### config.mk
export PLATFORM = sky130hd
export DESIGN_NAME = demura_pixel_correction_flat
export DESIGN_NICKNAME = d
export VERILOG_FILES = /design/src/rtl/core/dpc_pkg.sv /design/src/rtl/core/dpc_if.sv /design/src/rtl/core/dpc_csr.sv /design/src/rtl/core/dpc_front.sv /design/src/rtl/core/dpc_divide.sv /design/src/rtl/core/demura_pixel_correction.sv /design/src/flat_wrapper.sv
export SDC_FILE = /design/constraint.sdc
export NUM_CORES = 2
export LEC_CHECK = 0
export BUFFER_PORTS_ARGS = -buffer_cell sky130_fd_sc_hd__buf_2
export CELL_PAD_IN_SITES_DETAIL_PLACEMENT = 0
export CELL_PAD_IN_SITES_GLOBAL_PLACEMENT = 1
export CORE_MARGIN = 8
export CORE_UTILIZATION = 50
export CTS_BUF_LIST = sky130_fd_sc_hd__clkbuf_8
export DETAILED_ROUTE_END_ITERATION = 8
export PLACE_DENSITY = 0.82
export SYNTH_ARGS = -nofsm -noshare
export SYNTH_HDL_FRONTEND = slang
export SYNTH_SLANG_ARGS = --single-unit
### constraint.sdc
create_clock -name clock -period 29.8 [get_ports clock]
set_clock_uncertainty 0.15 [all_clocks]
set_input_delay 1.49 -clock clock [delete_from_list [all_inputs] [get_ports clock]]
set_output_delay 1.49 -clock clock [all_outputs]
set_load 0.05 [all_outputs]
### src/rtl/core/dpc_pkg.sv
// Shared constants, register indexes and reset table for the demura pixel correction block.
// No dependencies; compile first.
`default_nettype none

package dpc_pkg;

   localparam int unsigned DefaultChannelBits = 8;
   localparam int unsigned DefaultKnotCount   = 5;
   localparam int unsigned MaxChannelBits     = 12;
   localparam int unsigned ChannelCount       = 3;
   localparam int unsigned CtrlLimit          = 64;

   localparam int unsigned RegEnable   = 0;
   localparam int unsigned RegKnotBase = 1;

   localparam logic [MaxChannelBits-1:0] KnotResetTab [8] = '{
      12'd32, 12'd64, 12'd128, 12'd192, 12'd224, 12'd255, 12'd255, 12'd255
   };

   function automatic logic [MaxChannelBits-1:0] knot_reset_value(input int unsigned idx);
      return KnotResetTab[idx[2:0]];
   endfunction

endpackage

`default_nettype wire

### src/rtl/core/dpc_if.sv
// Valid/ready stream interfaces for pixel request and corrected response words.
// Depends on dpc_pkg for default widths.
`default_nettype none

interface dpc_req_if #(
   parameter int unsigned CHANNEL_BITS = dpc_pkg::DefaultChannelBits,
   parameter int unsigned KNOT_COUNT   = dpc_pkg::DefaultKnotCount
);
   logic                                 valid;
   logic                                 ready;
   logic [CHANNEL_BITS-1:0]              in_red;
   logic [CHANNEL_BITS-1:0]              in_green;
   logic [CHANNEL_BITS-1:0]              in_blue;
   logic [KNOT_COUNT*CHANNEL_BITS-1:0]   ctrl_red;
   logic [KNOT_COUNT*CHANNEL_BITS-1:0]   ctrl_green;
   logic [KNOT_COUNT*CHANNEL_BITS-1:0]   ctrl_blue;

   modport source (output valid, in_red, in_green, in_blue, ctrl_red, ctrl_green, ctrl_blue,
                   input ready);
   modport sink   (input valid, in_red, in_green, in_blue, ctrl_red, ctrl_green, ctrl_blue,
                   output ready);
endinterface

interface dpc_rsp_if #(
   parameter int unsigned CHANNEL_BITS = dpc_pkg::DefaultChannelBits
);
   logic                    valid;
   logic                    ready;
   logic [CHANNEL_BITS-1:0] out_red;
   logic [CHANNEL_BITS-1:0] out_green;
   logic [CHANNEL_BITS-1:0] out_blue;

   modport source (output valid, out_red, out_green, out_blue, input ready);
   modport sink   (input valid, out_red, out_green, out_blue, output ready);
endinterface

`default_nettype wire

### src/rtl/core/dpc_csr.sv
// APB-style register file: correction enable and knot positions.
// Depends on dpc_pkg for register indexes and knot reset values.
`default_nettype none

module dpc_csr #(
   parameter int unsigned CHANNEL_BITS = dpc_pkg::DefaultChannelBits,
   parameter int unsigned KNOT_COUNT   = dpc_pkg::DefaultKnotCount,
   parameter int unsigned ADDR_BITS    = 5
) (
   input  logic                                    clock,
   input  logic                                    reset,
   input  logic                                    psel,
   input  logic                                    penable,
   input  logic                                    pwrite,
   input  logic [ADDR_BITS-1:0]                    paddr,
   input  logic [31:0]                             pwdata,
   output logic [31:0]                             prdata,
   output logic                                    pready,
   output logic                                    correction_enable,
   output logic [KNOT_COUNT-1:0][CHANNEL_BITS-1:0] knot
);
   import dpc_pkg::*;

   localparam int unsigned IdxBits = ADDR_BITS - 2;

   logic                                    enable_ff;
   logic [KNOT_COUNT-1:0][CHANNEL_BITS-1:0] knot_ff;
   logic                                    wr;
   logic [IdxBits-1:0]                      idx;

   assign wr     = psel && penable && pwrite;
   assign idx    = paddr[ADDR_BITS-1:2];
   assign pready = 1'b1;

   always_ff @(posedge clock) begin
      if (reset) begin
         enable_ff <= 1'b1;
      end else if (wr && idx == IdxBits'(RegEnable)) begin
         enable_ff <= pwdata[0];
      end
   end

   for (genvar i = 0; i < KNOT_COUNT; i++) begin : g_knot
      localparam logic [MaxChannelBits-1:0] ResetWide = knot_reset_value(i);
      always_ff @(posedge clock) begin
         if (reset) begin
            knot_ff[i] <= ResetWide[CHANNEL_BITS-1:0];
         end else if (wr && idx == IdxBits'(RegKnotBase + i)) begin
            knot_ff[i] <= pwdata[CHANNEL_BITS-1:0];
         end
      end
   end

   always_comb begin
      prdata = '0;
      if (idx == IdxBits'(RegEnable)) begin
         prdata[0] = enable_ff;
      end
      for (int i = 0; i < KNOT_COUNT; i++) begin
         if (idx == IdxBits'(RegKnotBase + i)) begin
            prdata[CHANNEL_BITS-1:0] = knot_ff[i];
         end
      end
   end

   assign correction_enable = enable_ff;
   assign knot              = knot_ff;

endmodule

`default_nettype wire

### src/rtl/core/dpc_front.sv
// Front pipeline: segment selection stage, then weight multiply stage, three channels.
// Depends on dpc_pkg for the control word bit limit.
`default_nettype none

module dpc_front #(
   parameter int unsigned CHANNEL_BITS = dpc_pkg::DefaultChannelBits,
   parameter int unsigned KNOT_COUNT   = dpc_pkg::DefaultKnotCount
) (
   input  logic                                            clock,
   input  logic                                            reset,
   input  logic                                            correction_enable,
   input  logic [KNOT_COUNT-1:0][CHANNEL_BITS-1:0]         knot,
   input  logic                                            in_valid,
   output logic                                            in_ready,
   input  logic [2:0][CHANNEL_BITS-1:0]                    pixel,
   input  logic [2:0][KNOT_COUNT*CHANNEL_BITS-1:0]         ctrl,
   output logic                                            out_valid,
   input  logic                                            out_ready,
   output logic [2:0][2*CHANNEL_BITS-1:0]                  prod_lo,
   output logic [2:0][2*CHANNEL_BITS-1:0]                  prod_hi,
   output logic [2:0][CHANNEL_BITS-1:0]                    span,
   output logic [2:0]                                      bypass,
   output logic [2:0][CHANNEL_BITS-1:0]                    bypass_val
);
   import dpc_pkg::*;

   localparam int unsigned CtrlBits = KNOT_COUNT * CHANNEL_BITS;
   localparam int unsigned ProdBits = 2 * CHANNEL_BITS;
   localparam logic [CHANNEL_BITS-1:0] LevelMax = '1;

   logic                                 v1_ff;
   logic                                 v2_ff;
   logic                                 open1;
   logic                                 open2;

   logic [2:0][CHANNEL_BITS-1:0]         x1_ff;
   logic [2:0][CHANNEL_BITS-1:0]         xl1_ff;
   logic [2:0][CHANNEL_BITS-1:0]         yl1_ff;
   logic [2:0][CHANNEL_BITS-1:0]         xh1_ff;
   logic [2:0][CHANNEL_BITS-1:0]         yh1_ff;
   logic [2:0]                           byp1_ff;
   logic [2:0][CHANNEL_BITS-1:0]         bval1_ff;

   logic [2:0][ProdBits-1:0]             lo2_ff;
   logic [2:0][ProdBits-1:0]             hi2_ff;
   logic [2:0][CHANNEL_BITS-1:0]         d2_ff;
   logic [2:0]                           byp2_ff;
   logic [2:0][CHANNEL_BITS-1:0]         bval2_ff;

   assign open2    = !v2_ff || out_ready;
   assign open1    = !v1_ff || open2;
   assign in_ready = open1;

   always_ff @(posedge clock) begin
      if (reset) begin
         v1_ff <= 1'b0;
         v2_ff <= 1'b0;
      end else begin
         if (open1) begin
            v1_ff <= in_valid;
         end
         if (open2) begin
            v2_ff <= v1_ff;
         end
      end
   end

   for (genvar c = 0; c < 3; c++) begin : g_chan
      logic [CtrlBits-1:0]     ctrl_eff;
      logic [CHANNEL_BITS-1:0] xl_in;
      logic [CHANNEL_BITS-1:0] yl_in;
      logic [CHANNEL_BITS-1:0] xh_in;
      logic [CHANNEL_BITS-1:0] yh_in;
      logic                    byp_in;
      logic [CHANNEL_BITS-1:0] bval_in;
      logic [CHANNEL_BITS-1:0] run_hi;
      logic [CHANNEL_BITS-1:0] run_lo;
      logic [ProdBits-1:0]     lo_in;
      logic [ProdBits-1:0]     hi_in;

      for (genvar j = 0; j < CtrlBits; j++) begin : g_bit
         if (j < CtrlLimit) begin : g_keep
            assign ctrl_eff[j] = ctrl[c][j];
         end else begin : g_drop
            assign ctrl_eff[j] = 1'b0;
         end
      end

      always_comb begin
         logic found;
         found = 1'b0;
         xl_in = '0;
         yl_in = '0;
         xh_in = LevelMax;
         yh_in = LevelMax;
         for (int i = 0; i < KNOT_COUNT; i++) begin
            if (!found && pixel[c] < knot[i]) begin
               xh_in = knot[i];
               yh_in = ctrl_eff[i*CHANNEL_BITS +: CHANNEL_BITS];
               found = 1'b1;
            end else if (!found) begin
               xl_in = knot[i];
               yl_in = ctrl_eff[i*CHANNEL_BITS +: CHANNEL_BITS];
            end
         end
         byp_in  = !correction_enable || (xh_in <= xl_in);
         bval_in = correction_enable ? yh_in : pixel[c];
      end

      always_ff @(posedge clock) begin
         if (open1 && in_valid) begin
            x1_ff[c]    <= pixel[c];
            xl1_ff[c]   <= xl_in;
            yl1_ff[c]   <= yl_in;
            xh1_ff[c]   <= xh_in;
            yh1_ff[c]   <= yh_in;
            byp1_ff[c]  <= byp_in;
            bval1_ff[c] <= bval_in;
         end
      end

      assign run_hi = xh1_ff[c] - x1_ff[c];
      assign run_lo = x1_ff[c] - xl1_ff[c];
      assign lo_in  = ProdBits'(yl1_ff[c]) * ProdBits'(run_hi);
      assign hi_in  = ProdBits'(yh1_ff[c]) * ProdBits'(run_lo);

      always_ff @(posedge clock) begin
         if (open2 && v1_ff) begin
            lo2_ff[c]   <= lo_in;
            hi2_ff[c]   <= hi_in;
            d2_ff[c]    <= xh1_ff[c] - xl1_ff[c];
            byp2_ff[c]  <= byp1_ff[c];
            bval2_ff[c] <= bval1_ff[c];
         end
      end
   end

   assign out_valid  = v2_ff;
   assign prod_lo    = lo2_ff;
   assign prod_hi    = hi2_ff;
   assign span       = d2_ff;
   assign bypass     = byp2_ff;
   assign bypass_val = bval2_ff;

endmodule

`default_nettype wire

### src/rtl/core/dpc_divide.sv
// Rounding divider pipeline: numerator stage, then one restoring quotient bit per stage.
// No package dependencies.
`default_nettype none

module dpc_divide #(
   parameter int unsigned CHANNEL_BITS = 8
) (
   input  logic                               clock,
   input  logic                               reset,
   input  logic                               in_valid,
   output logic                               in_ready,
   input  logic [2:0][2*CHANNEL_BITS-1:0]     prod_lo,
   input  logic [2:0][2*CHANNEL_BITS-1:0]     prod_hi,
   input  logic [2:0][CHANNEL_BITS-1:0]       span,
   input  logic [2:0]                         bypass,
   input  logic [2:0][CHANNEL_BITS-1:0]       bypass_val,
   output logic                               out_valid,
   input  logic                               out_ready,
   output logic [2:0][CHANNEL_BITS-1:0]       result
);

   localparam int unsigned NumBits = 2 * CHANNEL_BITS + 2;
   localparam int unsigned Stages  = CHANNEL_BITS + 1;

   logic [Stages-1:0]       v_ff;
   logic [Stages:0]         open_w;
   logic [NumBits-1:0]      rem_ff  [Stages][3];
   logic [CHANNEL_BITS:0]   den_ff  [Stages][3];
   logic [CHANNEL_BITS-1:0] quot_ff [Stages][3];
   logic [2:0]              byp_ff  [Stages];
   logic [CHANNEL_BITS-1:0] bval_ff [Stages][3];

   assign open_w[Stages] = out_ready;
   assign in_ready       = open_w[0];

   for (genvar s = 0; s < Stages; s++) begin : g_stage
      assign open_w[s] = !v_ff[s] || open_w[s+1];

      if (s == 0) begin : g_num
         always_ff @(posedge clock) begin
            if (reset) begin
               v_ff[s] <= 1'b0;
            end else if (open_w[s]) begin
               v_ff[s] <= in_valid;
            end
         end

         for (genvar c = 0; c < 3; c++) begin : g_chan
            logic [2*CHANNEL_BITS:0] sum;
            assign sum = {1'b0, prod_lo[c]} + {1'b0, prod_hi[c]};

            always_ff @(posedge clock) begin
               if (open_w[s] && in_valid) begin
                  rem_ff[s][c]  <= {sum, 1'b0} + NumBits'(span[c]);
                  den_ff[s][c]  <= {span[c], 1'b0};
                  quot_ff[s][c] <= '0;
                  byp_ff[s][c]  <= bypass[c];
                  bval_ff[s][c] <= bypass_val[c];
               end
            end
         end
      end else begin : g_bit
         localparam int unsigned Shift = CHANNEL_BITS - s;

         always_ff @(posedge clock) begin
            if (reset) begin
               v_ff[s] <= 1'b0;
            end else if (open_w[s]) begin
               v_ff[s] <= v_ff[s-1];
            end
         end

         for (genvar c = 0; c < 3; c++) begin : g_chan
            logic [NumBits-1:0]      shifted;
            logic [NumBits:0]        trial;
            logic [NumBits-1:0]      rem_in;
            logic [CHANNEL_BITS-1:0] quot_in;

            assign shifted = NumBits'(den_ff[s-1][c]) << Shift;
            assign trial   = {1'b0, rem_ff[s-1][c]} - {1'b0, shifted};

            always_comb begin
               rem_in  = rem_ff[s-1][c];
               quot_in = quot_ff[s-1][c];
               if (!trial[NumBits]) begin
                  rem_in         = trial[NumBits-1:0];
                  quot_in[Shift] = 1'b1;
               end
            end

            always_ff @(posedge clock) begin
               if (open_w[s] && v_ff[s-1]) begin
                  rem_ff[s][c]  <= rem_in;
                  den_ff[s][c]  <= den_ff[s-1][c];
                  quot_ff[s][c] <= quot_in;
                  byp_ff[s][c]  <= byp_ff[s-1][c];
                  bval_ff[s][c] <= bval_ff[s-1][c];
               end
            end
         end
      end
   end

   assign out_valid = v_ff[Stages-1];

   for (genvar c = 0; c < 3; c++) begin : g_out
      assign result[c] = byp_ff[Stages-1][c] ? bval_ff[Stages-1][c] : quot_ff[Stages-1][c];
   end

endmodule

`default_nettype wire

### src/rtl/core/demura_pixel_correction.sv
// Top level of the demura pixel correction block: registers, front pipeline, divider pipeline.
// Depends on dpc_pkg, dpc_if, dpc_csr, dpc_front and dpc_divide.
//
//   port group   direction  handshake             carries
//   req_ch       in         valid/ready           pixel levels and control points
//   rsp_ch       out        valid/ready           corrected pixel levels
//   APB (p*)     in         psel/penable, pready  enable and knot registers
//
// The pipeline has two front stages, a numerator stage and one stage per quotient bit
// of the restoring divider. One word enters per clock unless a stall on rsp_ch backs up.
// Synchronous reset clears valid bits and loads register defaults; no clearing pass.
// A stall on rsp_ch holds only the occupied stages; empty stages keep taking words.
`default_nettype none

module demura_pixel_correction #(
   parameter int unsigned CHANNEL_BITS = dpc_pkg::DefaultChannelBits,
   parameter int unsigned KNOT_COUNT   = dpc_pkg::DefaultKnotCount
) (
   input  logic                                      clock,
   input  logic                                      reset,
   dpc_req_if.sink                                   req_ch,
   dpc_rsp_if.source                                 rsp_ch,
   input  logic                                      psel,
   input  logic                                      penable,
   input  logic                                      pwrite,
   input  logic [$clog2(4*(KNOT_COUNT+1))-1:0]       paddr,
   input  logic [31:0]                               pwdata,
   output logic [31:0]                               prdata,
   output logic                                      pready
);

   localparam int unsigned AddrBits = $clog2(4 * (KNOT_COUNT + 1));

   logic                                    correction_enable;
   logic [KNOT_COUNT-1:0][CHANNEL_BITS-1:0] knot;
   logic [2:0][CHANNEL_BITS-1:0]            pixel;
   logic [2:0][KNOT_COUNT*CHANNEL_BITS-1:0] ctrl;
   logic                                    mid_valid;
   logic                                    mid_ready;
   logic [2:0][2*CHANNEL_BITS-1:0]          prod_lo;
   logic [2:0][2*CHANNEL_BITS-1:0]          prod_hi;
   logic [2:0][CHANNEL_BITS-1:0]            span;
   logic [2:0]                              bypass;
   logic [2:0][CHANNEL_BITS-1:0]            bypass_val;
   logic [2:0][CHANNEL_BITS-1:0]            result;

   assign pixel = {req_ch.in_blue, req_ch.in_green, req_ch.in_red};
   assign ctrl  = {req_ch.ctrl_blue, req_ch.ctrl_green, req_ch.ctrl_red};

   dpc_csr #(
      .CHANNEL_BITS (CHANNEL_BITS),
      .KNOT_COUNT   (KNOT_COUNT),
      .ADDR_BITS    (AddrBits)
   ) u_csr (
      .clock             (clock),
      .reset             (reset),
      .psel              (psel),
      .penable           (penable),
      .pwrite            (pwrite),
      .paddr             (paddr),
      .pwdata            (pwdata),
      .prdata            (prdata),
      .pready            (pready),
      .correction_enable (correction_enable),
      .knot              (knot)
   );

   dpc_front #(
      .CHANNEL_BITS (CHANNEL_BITS),
      .KNOT_COUNT   (KNOT_COUNT)
   ) u_front (
      .clock             (clock),
      .reset             (reset),
      .correction_enable (correction_enable),
      .knot              (knot),
      .in_valid          (req_ch.valid),
      .in_ready          (req_ch.ready),
      .pixel             (pixel),
      .ctrl              (ctrl),
      .out_valid         (mid_valid),
      .out_ready         (mid_ready),
      .prod_lo           (prod_lo),
      .prod_hi           (prod_hi),
      .span              (span),
      .bypass            (bypass),
      .bypass_val        (bypass_val)
   );

   dpc_divide #(
      .CHANNEL_BITS (CHANNEL_BITS)
   ) u_divide (
      .clock      (clock),
      .reset      (reset),
      .in_valid   (mid_valid),
      .in_ready   (mid_ready),
      .prod_lo    (prod_lo),
      .prod_hi    (prod_hi),
      .span       (span),
      .bypass     (bypass),
      .bypass_val (bypass_val),
      .out_valid  (rsp_ch.valid),
      .out_ready  (rsp_ch.ready),
      .result     (result)
   );

   assign rsp_ch.out_red   = result[0];
   assign rsp_ch.out_green = result[1];
   assign rsp_ch.out_blue  = result[2];

endmodule

`default_nettype wire

### src/flat_wrapper.sv
// flat-port wrapper written by rule: the top's interface ports become plain ports
module demura_pixel_correction_flat 
#(
   parameter int unsigned CHANNEL_BITS = dpc_pkg::DefaultChannelBits,
   parameter int unsigned KNOT_COUNT   = dpc_pkg::DefaultKnotCount
)
  (clock, reset, psel, penable, pwrite, paddr, pwdata, prdata, pready, req_ch_valid, req_ch_in_red, req_ch_in_green, req_ch_in_blue, req_ch_ctrl_red, req_ch_ctrl_green, req_ch_ctrl_blue, req_ch_ready, rsp_ch_valid, rsp_ch_out_red, rsp_ch_out_green, rsp_ch_out_blue, rsp_ch_ready);
  dpc_req_if #(.CHANNEL_BITS(CHANNEL_BITS), .KNOT_COUNT(KNOT_COUNT)) req_ch_i ();
  dpc_rsp_if #(.CHANNEL_BITS(CHANNEL_BITS)) rsp_ch_i ();
  input  logic clock;
  input  logic reset;
  input  logic psel;
  input  logic penable;
  input  logic pwrite;
  input  logic [$clog2(4*(KNOT_COUNT+1))-1:0] paddr;
  input  logic [31:0] pwdata;
  output logic [31:0] prdata;
  output logic pready;
  input wire logic [$bits(req_ch_i.valid)-1:0] req_ch_valid;
  input wire logic [$bits(req_ch_i.in_red)-1:0] req_ch_in_red;
  input wire logic [$bits(req_ch_i.in_green)-1:0] req_ch_in_green;
  input wire logic [$bits(req_ch_i.in_blue)-1:0] req_ch_in_blue;
  input wire logic [$bits(req_ch_i.ctrl_red)-1:0] req_ch_ctrl_red;
  input wire logic [$bits(req_ch_i.ctrl_green)-1:0] req_ch_ctrl_green;
  input wire logic [$bits(req_ch_i.ctrl_blue)-1:0] req_ch_ctrl_blue;
  output wire logic [$bits(req_ch_i.ready)-1:0] req_ch_ready;
  output wire logic [$bits(rsp_ch_i.valid)-1:0] rsp_ch_valid;
  output wire logic [$bits(rsp_ch_i.out_red)-1:0] rsp_ch_out_red;
  output wire logic [$bits(rsp_ch_i.out_green)-1:0] rsp_ch_out_green;
  output wire logic [$bits(rsp_ch_i.out_blue)-1:0] rsp_ch_out_blue;
  input wire logic [$bits(rsp_ch_i.ready)-1:0] rsp_ch_ready;
  assign req_ch_i.valid = req_ch_valid;
  assign req_ch_i.in_red = req_ch_in_red;
  assign req_ch_i.in_green = req_ch_in_green;
  assign req_ch_i.in_blue = req_ch_in_blue;
  assign req_ch_i.ctrl_red = req_ch_ctrl_red;
  assign req_ch_i.ctrl_green = req_ch_ctrl_green;
  assign req_ch_i.ctrl_blue = req_ch_ctrl_blue;
  assign req_ch_ready = req_ch_i.ready;
  assign rsp_ch_valid = rsp_ch_i.valid;
  assign rsp_ch_out_red = rsp_ch_i.out_red;
  assign rsp_ch_out_green = rsp_ch_i.out_green;
  assign rsp_ch_out_blue = rsp_ch_i.out_blue;
  assign rsp_ch_i.ready = rsp_ch_ready;
  demura_pixel_correction #(.CHANNEL_BITS(CHANNEL_BITS), .KNOT_COUNT(KNOT_COUNT)) u_core (.clock(clock), .reset(reset), .req_ch(req_ch_i), .rsp_ch(rsp_ch_i), .psel(psel), .penable(penable), .pwrite(pwrite), .paddr(paddr), .pwdata(pwdata), .prdata(prdata), .pready(pready));
endmodule
==> flow_metrics.env <==
export IMPL_ys_ff_latch=1297
export IMPL_synth_top_area_share_pct=48.8
export IMPL_required_ns=30.33
export IMPL_wirelength_mm=151
export IMPL_die_area_sq_mm=0.166
export IMPL_cts_hold_buf=0
export IMPL_port_buffers=195
export IMPL_final_util_pct=55.3
export IMPL_wl_per_cell_um=16.8
export IMPL_synthFlopType="edfxtp_1"
export IMPL_globalplace_congestion=0.908
export IMPL_drive_gt1_share_pct=10.2
export IMPL_synth_area_sq_mm=0.0766
export IMPL_cts_tree="yes"
export IMPL_ys_seq_area_share_pct=50.1
export IMPL_yosysTopAreaCell="edfxtp_1"
export IMPL_chipWidth_um=407
export IMPL_setup_viol=0
export IMPL_grt_pass1_vias=48700
export IMPL_vias=47800
export IMPL_crit_path_end_kind="flop"
export IMPL_syn_to_final_growth_pct=9.68
export IMPL_startpoint_type="flop"
export IMPL_layout_commonest_cell="edfxtp_1"
export IMPL_synth_distinct_cells=97
export IMPL_rrSetupSlack_ns=23.09
export IMPL_fp_dieH_um=407
export IMPL_viasPerCell=5.31
export IMPL_syn_inst=6490
export IMPL_postCtsSetupBuffers=0
export IMPL_nNetsFinal=7900
export IMPL_pin_count=247
export IMPL_start_util_pct=50.4
export IMPL_cts_root_buffer_cell="clkbuf_8"
export IMPL_yosys_warnings=0
export IMPL_clkLatencyLatePin_ns=0.94
export IMPL_grtUsageTotal_pct=17.9
export IMPL_fin_crit_sh_pct=22.5
export IMPL_period_needed_ns=6.71
export IMPL_core_sq_mm=0.152
export IMPL_final_cell_mix="1245 x edfxtp_1, 826 x inv_1, 672 x ha_1, 385 x nor2_1, 334 x nand2_1"
export IMPL_grt_pass1_wl_mm=246
export IMPL_htreeDepth=4
export IMPL_min_path_type="reg2reg"
export IMPL_status="complete, no violations"
export IMPL_drc=0
export IMPL_finalHoldViolCount=0
export IMPL_drv_cap=0
export IMPL_gr_total_overflow=0
export IMPL_grt_max_degree=78
export IMPL_antenna_found_initial=4
export IMPL_clock_fmax_mhz=149
export IMPL_drt_pass1_iter_count=6
export IMPL_worstPathMaxFanout=8
export IMPL_vdd_drop_max_mv=0.0800
export IMPL_syn_avg_cell_area_sq_um=11.8
export IMPL_tightestPinTransition_ns=1.33
export IMPL_cts_buffer_depth=3
export IMPL_grtUsageMet3_pct=3.84
export IMPL_rsz0062_at_grt="false"
export IMPL_cts_clk_slew_worst_paths_ns=0.06
export IMPL_synth_edf_count=1245
export IMPL_cts_resized_gates=0
export IMPL_crit_arrival_ns=7.24
export IMPL_busiest_layer="met2"
export IMPL_initialDrtViolationCount=2950
export IMPL_leakage_nw=34.4
export IMPL_met2_usage_pct=29.6
export IMPL_cts_buffers_inserted=205
export IMPL_p_total_mw=6.74
export IMPL_nFillCells=12700
export IMPL_use_met1_pct=23.6
export IMPL_slew_headroom_pct=11.0
export IMPL_finalMaxSlewViolations=0
export IMPL_yosys_top_cells_area="edfxtp_1 49%, ha_1 11%, fa_1 6.6%, inv_1 3.8%, xnor2_1 2.3%"
export IMPL_setup_tns_ns=0
export IMPL_power_density_mw_per_mm2=80.2
export IMPL_synthArstFlopShare_pct=0
export IMPL_crit_type="reg2reg"
export IMPL_hpwlAfterDp_mm=115
export IMPL_fp_row_count=143
export IMPL_ant_nets=0
export IMPL_cts_sinks=1297
[routing by layer]
metal | up-vias | share of wire (%)
met5 | - | 0.012
met4 | 2 | 2.9
met3 | 283 | 5.9
met2 | 1146 | 46
met1 | 22700 | 45
li1 | 23600 | -
[Yosys cell counts (15+ instances only)]
library cell	count
nor3_1	81
nor2b_1	178
xor2_1	114
nand2_1	334
o21ai_0	268
edfxtp_1	1245
o22ai_1	87
nand2b_1	82
inv_1	776
or3_1	32
xnor2_1	197
a21oi_1	314
buf_2	29
or2_2	19
fa_1	252
ha_1	672
nor4_1	22
o221a_2	32
mux2i_1	156
mux2_2	80
buf_4	27
a211o_1	20
a22oi_1	15
a211oi_1	16
nand3b_1	20
clkbuf_1	116
dfxtp_1	52
nand3_1	49
and2_1	255
nor2_1	385
a21boi_0	71
o31ai_1	40
o22a_1	22
a21o_1	117
nand4_1	27
o21a_1	48
o21bai_1	17
[final timing paths]
check                                              start  depth (start not counted)                                endpoint
hold reg to reg   u_core.u_divide.byp_ff[2][0]$_DFFE_PP_                          0  u_core.u_divide.byp_ff[3][0]$_DFFE_PP_
setup / recovery       u_core.u_front.x1_ff[9]$_DFFE_PP_                         24    u_core.u_front.prod_lo[31]$_DFFE_PP_
setup reg to reg       u_core.u_front.x1_ff[9]$_DFFE_PP_                         24    u_core.u_front.prod_lo[31]$_DFFE_PP_
hold / removal    u_core.u_divide.byp_ff[2][0]$_DFFE_PP_                          0  u_core.u_divide.byp_ff[3][0]$_DFFE_PP_
[logic make-up after synthesis]
group / Yosys count / share of synthesized area (%)
simple gates: 1549 / 10.3
flops: 1297 / 50.1
compound gates: 1212 / 10.3
buf+inv: 958 / 4.88
fa+ha+maj: 924 / 17.6
xor+xnor: 311 / 3.55
mux: 237 / 3.24
other cells: 2 / 0.00980
[stage by stage]
step	std cells	cell area, sq um	hold slack (ns)	setup WS [ns]
5_1_grt	8983	84000	0.230	22.56
3_5_place_dp	8611	80000	0.255	22.69
3_3_place_gp	8611	80000	0.251	22.87
2_1_floorplan	6513	76700	0.250	18.40
4_1_cts	8982	84000	0.203	23.08
6_report	8987	84100	0.229	23.09
[sequential cells by signal, indices dropped and copies added (netlist names), 27 cells and up]
register                 cells
u_core.u_front.prod_hi      48
u_core.u_divide.byp_ff      27
u_core.u_csr.knot           40
u_core.u_divide.rem_ff     432
u_core.u_front.prod_lo      48
u_core.u_divide.bval_ff    216
u_core.u_divide.quot_ff    108
u_core.u_divide.den_ff     168
[power by group]
part	total [mW]	switching (mW)	internal, mW
logic	2.89	1.61	1.28
registers	2.36	0.0710	2.29
clock network	1.49	0.698	0.793
[critical path, cell delays in order (launching register included)]
cell and delay, ns:
edfxtp_1 0.48, inv_1 0.08, ha_1 0.29, a21oi_1 0.07, o21ai_0 0.34, a21o_1 0.18
a21oi_1 0.09, o21bai_1 0.14, a21oi_1 0.10, xnor2_1 0.60, nand2_1 0.18, fa_1 0.53
fa_1 0.54, inv_1 0.05, fa_1 0.53, inv_1 0.05, fa_1 0.52, inv_1 0.04
ha_1 0.30, a21boi_0 0.24, o21ai_0 0.14, a21boi_0 0.34, o2111ai_1 0.20, a31oi_1 0.20
xnor2_1 0.08
[cell type report]
cell class                 instances  area, sq um  share of cell area (%)
clock inverter                   154         1100                    1.31
multi-input combinational       4258        34700                    41.3
tap                             2030         2540                    3.02
clock buffer                     217         2990                    3.55
sequential                      1297        38400                    45.7
timing repair buffer             249         1380                    1.64
inverter                         777         2920                    3.47
antenna                            5         12.5                  0.0149
Note: power is estimated with default switching activity, not from simulation.
